<file path="src/design/vertex_transform_4x4_top_assert.svh">
// Assertion macros for the vertex transform block.
// Used by vertex_transform_4x4_top; relies on ports named clock and reset.
`ifndef VERTEX_TRANSFORM_4X4_TOP_ASSERT_SVH
`define VERTEX_TRANSFORM_4X4_TOP_ASSERT_SVH

// Check that a condition holds in the same cycle as its trigger.
`define VTX_ASSERT_NOW(label, trig, cond, msg) \
   label: assert property (@(posedge clock) disable iff (reset) (trig) |-> (cond)) \
      else $error(msg);

// Check that a condition holds in the cycle after its trigger.
`define VTX_ASSERT_NEXT(label, trig, cond, msg) \
   label: assert property (@(posedge clock) disable iff (reset) (trig) |=> (cond)) \
      else $error(msg);

`endif

</file>
<file path="src/design/vtx_pkg.sv">
// Shared types and constants for the vertex transform block.
// No dependencies; imported by every module of the block.
package vtx_pkg;

   localparam int FRAC_BITS = 16;
   localparam int WORD_W    = 32;
   localparam int DIM       = 4;
   localparam int N_ELEM    = DIM * DIM;
   localparam int IDX_W     = 2;
   localparam int ADDR_W    = 4;
   localparam int PROD_W    = 2 * WORD_W;
   localparam int PAIR_W    = PROD_W + 1;
   localparam int SUM_W     = PROD_W + 2;
   localparam int HI_W      = SUM_W - FRAC_BITS - WORD_W + 1;
   localparam int QDEPTH    = 4;
   localparam int QAW       = $clog2(QDEPTH);
   localparam int QCW       = $clog2(QDEPTH + 1);

   localparam logic signed [WORD_W-1:0] FIX_ONE = WORD_W'(1) << FRAC_BITS;
   localparam logic signed [WORD_W-1:0] SAT_MAX = {1'b0, {(WORD_W-1){1'b1}}};
   localparam logic signed [WORD_W-1:0] SAT_MIN = {1'b1, {(WORD_W-1){1'b0}}};

   typedef enum logic {
      OP_WRITE = 1'b0,
      OP_XFORM = 1'b1
   } op_type;

   // One queued transaction, already classified
   typedef struct packed {
      op_type                          op;
      logic [ADDR_W-1:0]               addr;
      logic [WORD_W-1:0]               elem;
      logic [DIM-1:0][WORD_W-1:0]      vec;
   } cmd_type;

   // Queue status toward the back end
   typedef struct packed {
      logic            valid;
      logic [QCW-1:0]  fill;
   } qstat_type;

endpackage

</file>
<file path="src/design/vtx_front.sv">
// Front end: accepts request transactions, classifies them and queues them.
// Depends on vtx_pkg.
module vtx_front (
   input  logic                           clock,
   input  logic                           reset,
   input  logic                           req_valid,
   output logic                           req_ready,
   input  logic                           req_mode,
   input  logic [1:0]                     req_col_index,
   input  logic [1:0]                     req_row_index,
   input  logic signed [31:0]             req_element_value,
   input  logic signed [31:0]             req_vec_x,
   input  logic signed [31:0]             req_vec_y,
   input  logic signed [31:0]             req_vec_z,
   input  logic signed [31:0]             req_vec_w,
   input  logic                           deq,
   output vtx_pkg::cmd_type               head,
   output vtx_pkg::qstat_type             stat
);
   import vtx_pkg::*;

   cmd_type          queue_ff [QDEPTH];
   logic [QAW-1:0]   wr_ptr_ff, wr_ptr_in;
   logic [QAW-1:0]   rd_ptr_ff, rd_ptr_in;
   logic [QCW-1:0]   fill_ff, fill_in;
   cmd_type          cmd;
   logic             enq;

   // Classify the incoming transaction
   always_comb begin
      cmd.op   = req_mode ? OP_XFORM : OP_WRITE;
      cmd.addr = {req_col_index, req_row_index};
      cmd.elem = req_element_value;
      cmd.vec  = {req_vec_w, req_vec_z, req_vec_y, req_vec_x};
   end

   assign req_ready = (fill_ff != QCW'(QDEPTH));
   assign enq       = req_valid && req_ready;

   // Advance pointers and fill count
   always_comb begin
      wr_ptr_in = enq ? QAW'(wr_ptr_ff + 1'b1) : wr_ptr_ff;
      rd_ptr_in = deq ? QAW'(rd_ptr_ff + 1'b1) : rd_ptr_ff;
      fill_in   = QCW'(fill_ff + QCW'(enq) - QCW'(deq));
   end

   always_ff @(posedge clock) begin
      if (reset) begin
         wr_ptr_ff <= '0;
         rd_ptr_ff <= '0;
         fill_ff   <= '0;
      end else begin
         wr_ptr_ff <= wr_ptr_in;
         rd_ptr_ff <= rd_ptr_in;
         fill_ff   <= fill_in;
      end
   end

   // Store the classified transaction
   always_ff @(posedge clock) begin
      if (enq) begin
         queue_ff[wr_ptr_ff] <= cmd;
      end
   end

   assign head       = queue_ff[rd_ptr_ff];
   assign stat.valid = (fill_ff != '0);
   assign stat.fill  = fill_ff;

endmodule

</file>
<file path="config.mk">
export PLATFORM = sky130hd
export DESIGN_NAME = vtx_front
export DESIGN_NICKNAME = d
export VERILOG_FILES = /design/src/design/vertex_transform_4x4_top_assert.svh /design/src/design/vtx_pkg.sv /design/src/design/vtx_front.sv
export SDC_FILE = /design/constraint.sdc
export NUM_CORES = 1
export LEC_CHECK = 0
export BUFFER_PORTS_ARGS = -buffer_cell sky130_fd_sc_hd__buf_2
export CAP_MARGIN = 15
export CORE_ASPECT_RATIO = 0.5
export CORE_MARGIN = 2
export CORE_UTILIZATION = 62
export CTS_BUF_LIST = sky130_fd_sc_hd__clkbuf_8
export DETAILED_ROUTE_END_ITERATION = 7
export PLACE_DENSITY = 0.85
export SLEW_MARGIN = 5
export SYNTH_ARGS = -nofsm -noshare
export SYNTH_HDL_FRONTEND = slang
export SYNTH_SLANG_ARGS = --single-unit
</file>
<file path="constraint.sdc">
create_clock -name clock -period 18.2 [get_ports clock]
set_clock_uncertainty 0.05 [all_clocks]
set_input_delay 3.64 -clock clock [delete_from_list [all_inputs] [get_ports clock]]
set_output_delay 3.64 -clock clock [all_outputs]
set_load 0.005 [all_outputs]
</file>
# Yosys cells after proc, flatten, opt, wreduce, memory -nomap -nowiden

Memory sizes are Yosys's and may differ from the RTL's. A register that Yosys moved wholly into a read port is not among the register bits.
Cells that the tools add are included.

RAM bits: 660
Output and inout bits: 170
Flip-flop bits (word level): 7
Word-level logic and storage cells: 16
Memories: 1
Bits of input ports: 169

$add $sub $neg: 4
Reduce and logical (&&, ||, !) cells: 2
Mux-type cells: 5
Equality and inequality tests: 1

Memory list:

| memory   | words | width | rd ports | clocked after memory_dff | wr ports | line            | text |
|---|---|---|---|---|---|---|---|
| queue_ff | 4     | 165   | 1        | 1                        | 1        | vtx_front.sv:22 | `cmd_type queue_ff [QDEPTH];` |

Operator list:

| operator                                      | number |
|---|---|
| adder 2 x 1 -> 2 bit (second input constant)  | 2 |
| two-way mux 2 bit                             | 2 |
| adder 3 x 1 -> 3 bit                          | 1 |
| two-way mux 1 bit                             | 3 |
| inequality test 3 bit (second input constant) | 1 |
| nonzero test 3 bit                            | 1 |
| subtractor 3 x 1 -> 3 bit                     | 1 |
| logical AND 1 bit                             | 1 |

# Longest topological paths before layout

Word-level depth: 4
Gate-level depth with buffers: 11
Gate-level depth less buffers: 11

# Worst setup path after synthesis

No wires, ideal clock.

Kind: input-to-reg
Start: in req_valid
End: mem queue_ff[0][0] (netlist bit), enable pin
Library setup time: 0.545 ns
Arrival time: 7.819 ns
Buffers on the path: 0
Path slack: 9.786 ns
Data required time: 17.605 ns
Cell stages on the path: 2
Path through: a21boi_1 > and2_1

Cells in the longest elaborated chain, start to end: 3

Ends and longest elaborated chain:

| what                                    | line            | text |
|---|---|---|
| start, declared                         | vtx_front.sv:6  | `input logic req_valid,` |
| logical AND 1 bit                       | vtx_front.sv:38 | `assign enq = req_valid && req_ready;` |
| two-way mux 1 bit                       | vtx_front.sv:61 | `if (enq) begin` |
| two-way mux 1 bit (implied by the code) | vtx_front.sv:62 | `queue_ff[wr_ptr_ff] <= cmd;` |
| end, declared                           | vtx_front.sv:22 |  |

No other way between the ends.

==> run metrics <==
Seq/Total Area, Yosys=82.0%; first-pass GRT wire length=approximately 70000 µm; chip width=about 280 µm; worst slack, placed=between 10 and 15 ns; Max Cap Violations=0; r2r worst-path depth=5; Setup TNS=0 ns; crit-path cells=buf_4 -> buf_4 -> mux4_2 -> buf_2; layout cells sized above 1=a little under half; Final period util=between 40% and 50%; Post-Synth Simple-Gate Area=less than 1%; CTS Root Cell=clkbuf_8; gr usage total=between 20 and 25%; count of input and output buffers=around 340; Crit path required time=between 10 and 15 ns; startpoint types=flop; Hold Path Cell Cnt=2; Mapped Nets=about 1100; Via density=roughly 5.8; CP max stage delay=around 0.87 ns; DRC errors left=0; CTS Hold Bufs=0; combinational family with the most area after synthesis=multiplexers; outcome=complete, no violations; Slew Limit Fails=0; clock-pin slew of the registers on the worst-case setup and hold paths=~0.060 ns; Layout Area Growth over Synthesis=14.9%; DP Wirelength=29000 µm; GPL Wtd Cong=~0.76; IO Count=~340; H-tree levels=3; Clock Latency Late Sink=around 0.63 ns; row count=51; Compound-Gate Fraction of Synth Area=less than 1%; fmax=roughly 130 MHz; NumNets Final=between 1000 and 1500; synth unique cells=24; PostCTS Resize Cnt=0; final setup fails=0; fin util=between 70 and 80%; Slew HR=34.1%; Post-Synth XOR/XNOR Area=less than 1%; most frequent CP cell=buf_4; #FFs+latches synth=669; GRT overflow=0; vias in the first global route=11900; worst slew pin tran=between 0.9 and 1 ns; clock sinks=669; DIE HEIGHT=144 µm; ranking of synthesized cells by area=edfxtp_1 81%, mux4_2 15%, buf_12 0.90%, dfxtp_1 0.74%, buf_8 0.37%; Hold WC Path Type=flop to flop; endpoint type of the worst setup path=output pin; RSZ-0062 raised after global routing=false; Setup Buffers After CTS=0; CP arrival=approximately 3.8 ns; Final Hold Violating Endpoints=0; DRT Pass-1 Iters=5; Post-Synth Adder-Cell Area=less than 1%; total number of vias=~11000; Power Density=between 100 and 150 nW/µm²; Initial Utilization=62.8%; CP Class=flop to output pin; initial drt markers=about 750; Ys Warns=0; initial antenna violation count=16; Tmin final=7.47 ns; Core Area=between 30000 and 40000 µm²; area share of the largest cell type after synthesis=81.2%; antenna-violating nets left=0; LEAKAGE=9.49 nW; setup ws final=10.73 ns; Post-Route WL=between 40000 and 50000 µm; Crit Path Max Fanout=67; IR drop worst, VDD=~0.052 mV; CTS Buf Count=90; largest net degree at the start of global routing=68; Synth Instances=910; Avg WL per Cell=25.2 µm; Mean Syn Cell Area=26.8 µm²; synthesized cell area=24400 µm²; die area=a little over 40000 µm²; Synth area leader=edfxtp_1; post-synthesis mux area share=15.3%; CTS tree=yes; CP max-delay cell=buf_4; Clock Path Buffers=3
path summary, 6_finish.rpt:
| path | startpoint | slack, ns | end |
|---|---|---|---|
| min reg2reg | rd_ptr_ff[1]$_SDFFE_PP0P_ | 0.50 | rd_ptr_ff[1]$_SDFFE_PP0P_ |
| min | rd_ptr_ff[1]$_SDFFE_PP0P_ | 0.50 | rd_ptr_ff[1]$_SDFFE_PP0P_ |
| max | flop | 10.73 | head[162] |
| max reg2reg | fill_ff[1]$_SDFF_PP0_ | 14.29 | queue_ff[1][51]$_DFFE_PP_ |
sequential cells by signal, indices dropped and copies added (netlist names), named ones only:
name / cells
fill_ff: 3
rd_ptr_ff: 2
queue_ff: 660
wr_ptr_ff: 2
stage by stage:
step	area, µm²	power, W	std cells	hold WS [ns]
after floorplan	24400	0.00222	910	0.432
after global placement	26500	0.00237	1753	0.443
after detailed placement	26500	0.00240	1753	0.483
after CTS	28000	0.00338	1905	0.498
after global routing	28000	0.00348	1922	0.532
final	28000	0.00335	1923	0.504
logic make-up (layout without fill, tap and decap cells):
family / Yosys count / count (layout)
flip-flops: 669 / 669
adder cells (fa/ha/maj): 7 / 7
XOR/XNOR: 3 / 3
buffers and inverters: 43 / 509
AND/OR/NAND/NOR: 20 / 20
AO/OA/AOI/OAI: 1 / 1
multiplexers: 167 / 167
other: 0 / 17
worst max-delay path: cells and delay by family (launching register included):
kind | cells | cell delay [ns]
multiplexers | 1 | 0.43
flip-flops | 1 | 0.69
buffers and inverters | 3 | 1.84
routing by layer:
layer	share of wire [%]	up-vias	track usage, %
met4	4.4	0	13.1
met1	36	5833	27.2
met2	55	412	41.1
li1	-	4763	-
met3	4.7	113	4.40
met5	0	-	0
synth_stat cells, drive strengths merged:
master,count
edfxtp,660
mux4,165
buf,34
dfxtp,9
nor2,8
ha,6
and2,5
inv,5
clkbuf,4
nand2,2
nand2b,2
xor2,2
a21boi,1
fa,1
mux2,1
mux2i,1
nor2b,1
nor3,1
or3,1
xnor2,1
area by class of cell:
type | count | area [µm²]
Clock inverter | 59 | 240
Timing Repair Buffer | 352 | 1820
Antenna cell | 17 | 42.5
Clock buffer | 93 | 1280
Fill cell | 2160 | 10800
Inverter | 5 | 18.8
Tap cell | 530 | 663
Sequential cell | 669 | 20000
Multi-Input combinational cell | 198 | 3980
report_power, final:
| group | internal (W) | switching [W] |
|---|---|---|
| combinational | 0.000201 | 0.000246 |
| clock | 0.000470 | 0.000513 |
| sequential | 0.00187 | 0.0000454 |
cell usage in the layout, fill, tap and decap left out:
cell type	count
a21boi_1	1
and2_1	1
and2_4	4
buf_16	1
buf_2	338
buf_4	13
clkbuf_8	93
clkinv_1	12
clkinv_2	6
clkinvlp_4	3
dfxtp_1	7
dfxtp_4	2
diode_2	17
edfxtp_1	660
fa_1	1
ha_1	6
inv_1	43
mux2_2	1
mux2i_1	1
mux4_2	165
nand2_1	2
nand2b_1	2
nor2_1	8
nor2b_1	1
nor3_1	1
or3_1	1
xnor2_1	1
xor2_1	2
(Power assumes the default switching activity.)
