[config.mk]
export PLATFORM = sky130hd
export DESIGN_NAME = vtx_reduce
export DESIGN_NICKNAME = d
export VERILOG_FILES = /design/src/design/vertex_transform_4x4_top_assert.svh /design/src/design/vtx_pkg.sv /design/src/design/vtx_reduce.sv
export SDC_FILE = /design/constraint.sdc
export NUM_CORES = 2
export LEC_CHECK = 0
export BUFFER_PORTS_ARGS = -buffer_cell sky130_fd_sc_hd__buf_2
export CAP_MARGIN = 10
export CORE_AREA = 3 3 453 455
export CTS_BUF_LIST = sky130_fd_sc_hd__clkbuf_2 sky130_fd_sc_hd__clkbuf_4 sky130_fd_sc_hd__clkbuf_8
export DETAILED_ROUTE_END_ITERATION = 8
export DIE_AREA = 0 0 456 458
export PLACE_DENSITY = 0.63
export SLEW_MARGIN = 20
export SYNTH_ARGS = -nofsm -noshare
export SYNTH_HDL_FRONTEND = slang
export SYNTH_SLANG_ARGS = --single-unit
[constraint.sdc]
create_clock -name clock -period 53.5 [get_ports clock]
set_input_delay 8.025 -clock clock [delete_from_list [all_inputs] [get_ports clock]]
set_output_delay 8.025 -clock clock [all_outputs]
set_load 0.005 [all_outputs]
[src/design/vertex_transform_4x4_top_assert.svh]
// Assertion macros for the vertex transform block.
// Used by vertex_transform_4x4_top; relies on ports named clock and reset.
`ifndef VERTEX_TRANSFORM_4X4_TOP_ASSERT_SVH
`define VERTEX_TRANSFORM_4X4_TOP_ASSERT_SVH

// Check that a condition holds in the same cycle as its trigger.
`define VTX_ASSERT_NOW(label, trig, cond, msg) \
   label: assert property (@(posedge clock) disable iff (reset) (trig) |-> (cond)) \
      else $error(msg);

// Check that a condition holds in the cycle after its trigger.
`define VTX_ASSERT_NEXT(label, trig, cond, msg) \
   label: assert property (@(posedge clock) disable iff (reset) (trig) |=> (cond)) \
      else $error(msg);

`endif

[src/design/vtx_pkg.sv]
// Shared types and constants for the vertex transform block.
// No dependencies; imported by every module of the block.
package vtx_pkg;

   localparam int FRAC_BITS = 16;
   localparam int WORD_W    = 32;
   localparam int DIM       = 4;
   localparam int N_ELEM    = DIM * DIM;
   localparam int IDX_W     = 2;
   localparam int ADDR_W    = 4;
   localparam int PROD_W    = 2 * WORD_W;
   localparam int PAIR_W    = PROD_W + 1;
   localparam int SUM_W     = PROD_W + 2;
   localparam int HI_W      = SUM_W - FRAC_BITS - WORD_W + 1;
   localparam int QDEPTH    = 4;
   localparam int QAW       = $clog2(QDEPTH);
   localparam int QCW       = $clog2(QDEPTH + 1);

   localparam logic signed [WORD_W-1:0] FIX_ONE = WORD_W'(1) << FRAC_BITS;
   localparam logic signed [WORD_W-1:0] SAT_MAX = {1'b0, {(WORD_W-1){1'b1}}};
   localparam logic signed [WORD_W-1:0] SAT_MIN = {1'b1, {(WORD_W-1){1'b0}}};

   typedef enum logic {
      OP_WRITE = 1'b0,
      OP_XFORM = 1'b1
   } op_type;

   // One queued transaction, already classified
   typedef struct packed {
      op_type                          op;
      logic [ADDR_W-1:0]               addr;
      logic [WORD_W-1:0]               elem;
      logic [DIM-1:0][WORD_W-1:0]      vec;
   } cmd_type;

   // Queue status toward the back end
   typedef struct packed {
      logic            valid;
      logic [QCW-1:0]  fill;
   } qstat_type;

endpackage

[src/design/vtx_reduce.sv]
// Reduction: sums products per row over two stages, floor-shifts and saturates.
// Depends on vtx_pkg; drives the response registers.
module vtx_reduce (
   input  logic                                   clock,
   input  logic                                   reset,
   input  logic                                   prod_valid,
   input  logic signed [vtx_pkg::PROD_W-1:0]      prod [vtx_pkg::N_ELEM],
   input  logic                                   rsp_ready,
   output logic                                   advance,
   output logic                                   rsp_valid,
   output logic signed [31:0]                     rsp_out_x,
   output logic signed [31:0]                     rsp_out_y,
   output logic signed [31:0]                     rsp_out_z,
   output logic signed [31:0]                     rsp_out_w,
   output logic                                   rsp_clipped
);
   import vtx_pkg::*;

   logic signed [PAIR_W-1:0]  pair_ff [DIM][2];
   logic signed [PAIR_W-1:0]  pair_in [DIM][2];
   logic signed [SUM_W-1:0]   sum_ff  [DIM];
   logic signed [SUM_W-1:0]   sum_in  [DIM];
   logic [WORD_W-1:0]         res_in  [DIM];
   logic [WORD_W-1:0]         res_ff  [DIM];
   logic [HI_W-1:0]           hi_bits [DIM];
   logic                      clip_in;
   logic                      clip_ff;
   logic                      pairv_ff;
   logic                      sumv_ff;
   logic                      rspv_ff;

   // Stall the whole pipe only while a result waits on the output
   assign advance = !rspv_ff || rsp_ready;

   // Add products in pairs, then the two pairs
   always_comb begin
      for (int r = 0; r < DIM; r++) begin
         pair_in[r][0] = PAIR_W'(prod[r]) + PAIR_W'(prod[DIM + r]);
         pair_in[r][1] = PAIR_W'(prod[2*DIM + r]) + PAIR_W'(prod[3*DIM + r]);
         sum_in[r]     = SUM_W'(pair_ff[r][0]) + SUM_W'(pair_ff[r][1]);
      end
   end

   // Floor-shift and saturate each row
   always_comb begin
      clip_in = 1'b0;
      for (int r = 0; r < DIM; r++) begin
         hi_bits[r] = sum_ff[r][SUM_W-1 -: HI_W];
         if (!(&hi_bits[r]) && (|hi_bits[r])) begin
            res_in[r] = sum_ff[r][SUM_W-1] ? SAT_MIN : SAT_MAX;
            clip_in   = 1'b1;
         end else begin
            res_in[r] = sum_ff[r][FRAC_BITS +: WORD_W];
         end
      end
   end

   always_ff @(posedge clock) begin
      if (reset) begin
         pairv_ff <= 1'b0;
         sumv_ff  <= 1'b0;
         rspv_ff  <= 1'b0;
      end else if (advance) begin
         pairv_ff <= prod_valid;
         sumv_ff  <= pairv_ff;
         rspv_ff  <= sumv_ff;
      end
   end

   always_ff @(posedge clock) begin
      if (advance) begin
         pair_ff <= pair_in;
         sum_ff  <= sum_in;
         res_ff  <= res_in;
         clip_ff <= clip_in;
      end
   end

   assign rsp_valid   = rspv_ff;
   assign rsp_out_x   = $signed(res_ff[0]);
   assign rsp_out_y   = $signed(res_ff[1]);
   assign rsp_out_z   = $signed(res_ff[2]);
   assign rsp_out_w   = $signed(res_ff[3]);
   assign rsp_clipped = clip_ff;

endmodule

# Word-level counts from Yosys, hierarchy flattened
# Cells that the tools add are included.
[word_totals] rom_bits=0 elab_cells=60 output_inout_bits=131 in_bits=1028 latch_bits=0 mem_bits_rw=0 n_memories=0 reg_bits=916
[op_classes] eq_ne=0 n_mul=0 mux=9 div=0 n_reduce_logical=19 addsub=12 bitwise=0 n_shift=0 order_cmp=0
[ops] operator="$add A64 B64 Y65" count=8
[ops] operator="$add A65 B65 Y66" count=4
[ops] operator="$mux W32" count=8
[ops] operator="$reduce_and A19 Y1" count=4
[ops] operator="$reduce_or A19 Y1" count=4
[ops] operator="$logic_not A1 Y1" count=5
[ops] operator="$logic_and A1 B1 Y1" count=4
[ops] operator="$reduce_or A3 Y1" count=1
[ops] operator="$logic_or A1 B1 Y1" count=1
[ops] operator="$mux W1" count=1

# Depth between registers and ports, before layout
[depth] word_depth=4 ltp_mapped=13 ltp_nobuf=13

# Worst setup path after synthesis
# No wires, ideal clock.
[synth_path] path_kind="input to output" from="in rsp_ready" to="out advance" arrival_ns=28.335 stages=1 required_time_ns=45.475 slack_ns=17.140 path_buffers=0 path_cell_list="nand2b_1"
[synth_via] elab_chain_len=1
[synth_lines] element="from (decl)" line="vtx_reduce.sv:8" rtl="input logic rsp_ready,"
[synth_lines] element="$logic_or A1 B1 Y1" line="vtx_reduce.sv:33" rtl="assign advance = !rspv_ff || rsp_ready;"
[synth_lines] element="to (decl)" line="vtx_reduce.sv:9" rtl="output logic advance,"
# No other way between the ends.

# Worst setup path after layout
# Ends and elaborated chain as after synthesis.

==> results by group <==
Logic synthesis
  • Xor-xnor portion of the synthesized cell area: 8.63%
  • Synth Area in Simple Gates: around an eighth
  • Syn Area/Cell: between 9 and 10 µm²
  • Post-Synthesis Cells: 6938
  • Synth top area cells: edfxtp_1 38%, ha_1 14%, a21o_1 6.2%
  • Prevailing post-synth register cell: edfxtp_1
  • Post-synthesis register bit count: about 850
  • Main combinational cell family by area after synthesis: compound AO/OA/AOI/OAI gates
  • Synthesized cell area: 0.0674 mm²
  • Synth area leader: edfxtp_1
  • Post-synth top area share: 37.8%
  • Syn Nets: 8742
  • Adder and majority gate portion of the synthesized area: between 10% and 20%
  • Fraction of registers with async set/reset: 0%
  • Post-synthesis mux area share: less than 1%
  • Number of flops mapped to enable cells by yosys: 849
  • Compound-Gate Fraction of Synth Area: 24.6%
  • Post-synthesis sequential area ratio: 37.9%
  • Ys Warns: 0
  • Unique masters post-synth: 97

Placement
  • Place WS: between 30 and 40 ns
  • Post-DP HPWL: 211000 µm
  • Input/output buffers: 1158
  • RD Place Congestion: between 1 and 1.5

Global routing
  • Largest net degree at the start of global routing: 160
  • Tot GR Track Use: 22.9%
  • Initial antenna violation count: 37
  • Vias in the first global route: about 60000
  • Grt ovf: 0
  • First-pass GRT wire length: 367000 µm

Setup path
  • CP Data Required Time: 45.47 ns
  • Worst r2r dst: hi_bits[7]
  • Cells on worst reg2reg path: 12
  • CP startpoint kind: input port
  • R2R Path Start: pair_ff[6]
  • R2R setup slack: 49.07 ns
  • Crit path cell chain: buf_2 > nand2b_4 > buf_2
  • Crit path top cell by count: buf_2
  • CP startpoint: rsp_ready
  • CP peak stage delay: 0.48 ns
  • CP max FO: 34
  • CP endpoint kind: primary output
  • Crit Path Category: in -> out
  • Arrival time worst endpoint: 8.92 ns
  • CP max-delay cell: nand2b_4
  • CP endpoint: advance

Detailed routing
  • 1st-pass router iterations: 7
  • Via count: about 60000
  • WL final: ~250000 µm
  • Antenna Violating Nets Remaining: 0
  • Drt wl/cell: 23.2 µm
  • DRC: 0
  • Vias per cell: 5.54
  • Starting DRT DRC Count: about 4400

Cells and area
  • Share of post-route cells with drive strength above 1: 18.6%
  • Commonest non-fill, non-tap cells in the layout: 1158 x buf_2, 849 x edfxtp_1, 810 x a21oi_1
  • Layout Nets: 9804
  • Layout area overhead: 16.9%
  • Fillers: 20000
  • Multi-input gate area: 0.0401 mm²
  • Commonest non-fill, non-tap cell in the layout: buf_2
  • Sequential cell area: 0.0256 mm²

Clocking
  • H-tree Lvls: 4
  • Root Driver: clkbuf_8
  • Clock sink count: 852
  • Hold-fix buffer count after cts: 0
  • TritonCTS clock tree: done
  • Max clock buf depth: 3
  • CTS buffer count: 156
  • Clock latency on the worst-skew pair: approximately 0.87 ns
  • Post-CTS Resized: 0
  • Worst-path clk slew: 0.06 ns
  • Setup bufs post-CTS: 0

Floorplanning
  • Die W: 456 µm
  • Die Y: between 400 and 500 µm
  • Core Footprint: around 0.20 mm²
  • Starting density of the core: approximately 33%
  • Num ports: roughly 1200
  • Die area: 0.209 mm²
  • # rows: 165

STA
  • Fin Clk Skew: 0.0428 ns
  • Post-route worst setup slack: 36.55 ns
  • Pins over their slew limit: 0
  • Final hold vios: 0
  • Min Tclk post-route: 16.95 ns
  • RSZ-0062 raised after global routing: false
  • Final TNS setup: 0 ns
  • Slew headroom: 29.9%
  • Max Clk Rate: 59.0 MHz
  • Final worst-path cycle share: 31.7%
  • Hold WS: 0.461 ns
  • Worst Tran Pin Value: 1.05 ns
  • Endpoints failing setup: 0

Flow run
  • MaxCap Viol Count: 0

Pwr
  • P_leak: 34.4 nW
  • Seq pwr share: 37.7%
  • Logic pwr share: 42.3%
  • Clock power share: 20.0%
  • Pint: 1.90 mW
  • Switching Share: a little under two fifths
  • Sw Pwr: 1.16 mW
  • P per Cell Area: 38.9 mW/mm²
  • Max VDD drop: 0.0257 mV

Run status
  • Status: finished, final reports clean

Hold path
  • Min-delay worst type: reg -> reg
## cell usage after synthesis, types with 18 or more instances
master and instances:
a211oi_1 64, nand2_1 487, a41oi_1 26, nand2b_1 42
o31a_1 28, nand3_1 143, o31ai_1 38, nor2b_1 63
or3_1 24, a21oi_1 810, o21a_1 62, a221oi_1 34
xor2_1 253, o211ai_1 36, xnor2_1 411, and3_1 42
a21boi_0 27, nand4_1 219, and2_1 35, edfxtp_1 849
nor4_1 43, a31oi_1 72, a221o_1 20, clkbuf_1 264
inv_1 198, o21ai_1 27, nor3_1 79, nor2_1 375
o21ai_0 396, o221ai_1 18, o21bai_1 136, a21o_1 557
ha_1 768
## worst min-delay path by stage
stage | from | end | slack (ns) | cells past startpoint
global route | sumv_ff | rsp_valid | 0.48 | 2
detailed placement | sumv_ff | rsp_valid | 0.45 | 2
CTS | sumv_ff | rsp_valid | 0.46 | 2
finish | sumv_ff | rsp_valid | 0.46 | 2
floorplan | sumv_ff | rsp_valid | 0.42 | 2
global placement | sumv_ff | rsp_valid | 0.43 | 2
## registers in the layout (all words and copies together), names as in the netlist, 32 cells and up
signal and count:
pair_ff 520, sum_ff 124, hi_bits 76, rsp_out_w 32, rsp_out_x 32, rsp_out_y 32
rsp_out_z 32
## power by group through the flow
stage               Combinational, mW  Clock, mW  Sequential (mW)
floorplan                       0.885          0             1.12
global placement                 1.26          0             1.17
detailed placement               1.28          0             1.17
CTS                              1.29      0.632             1.16
global route                     1.43      0.664             1.17
finish                           1.30      0.611             1.15
## per-stage QoR
stage | util, % | power [mW] | cell area, µm² | std cells
after floorplan | - | 2.00 | 67400 | 6938
final | 39.0 | 3.06 | 78800 | 10800
after detailed placement | 37.5 | 2.45 | 75700 | 10500
after global placement | 37.5 | 2.43 | 75700 | 10500
after CTS | 39.0 | 3.08 | 78700 | 10800
after global routing | 39.0 | 3.26 | 78700 | 10800
## critical path: cells and delay by family
kind                   cells  cell delay (ns)
and+or+nand+nor            1             0.48
buffers and inverters      2             0.38
## cell families after synthesis
logic type,Yosys count
xor+xnor,664
flops,852
buf+inv,471
mux,5
fa+ha+maj,776
compound gates,2548
simple gates,1622
## per-layer routing
metal,vias up,global-route usage [%],share of wire [%]
li1,28700,-,-
met1,28700,25.7,39
met2,2023,40.5,50
met3,459,4.14,5.5
met4,22,13.7,6.3
met5,-,0,0.053
## cell type report
| cell class | count | share of cell area [%] |
|---|---|---|
| Antenna cell | 17 | 0.0540 |
| Multi-Input combinational cell | 5615 | 50.9 |
| Timing Repair Buffer | 1177 | 7.57 |
| Sequential cell | 852 | 32.4 |
| Tap cell | 2672 | 4.24 |
| Clock buffer | 193 | 3.10 |
| Inverter | 198 | 0.944 |
| Clock inverter | 83 | 0.715 |
Power figures use the tool's default switching activity.
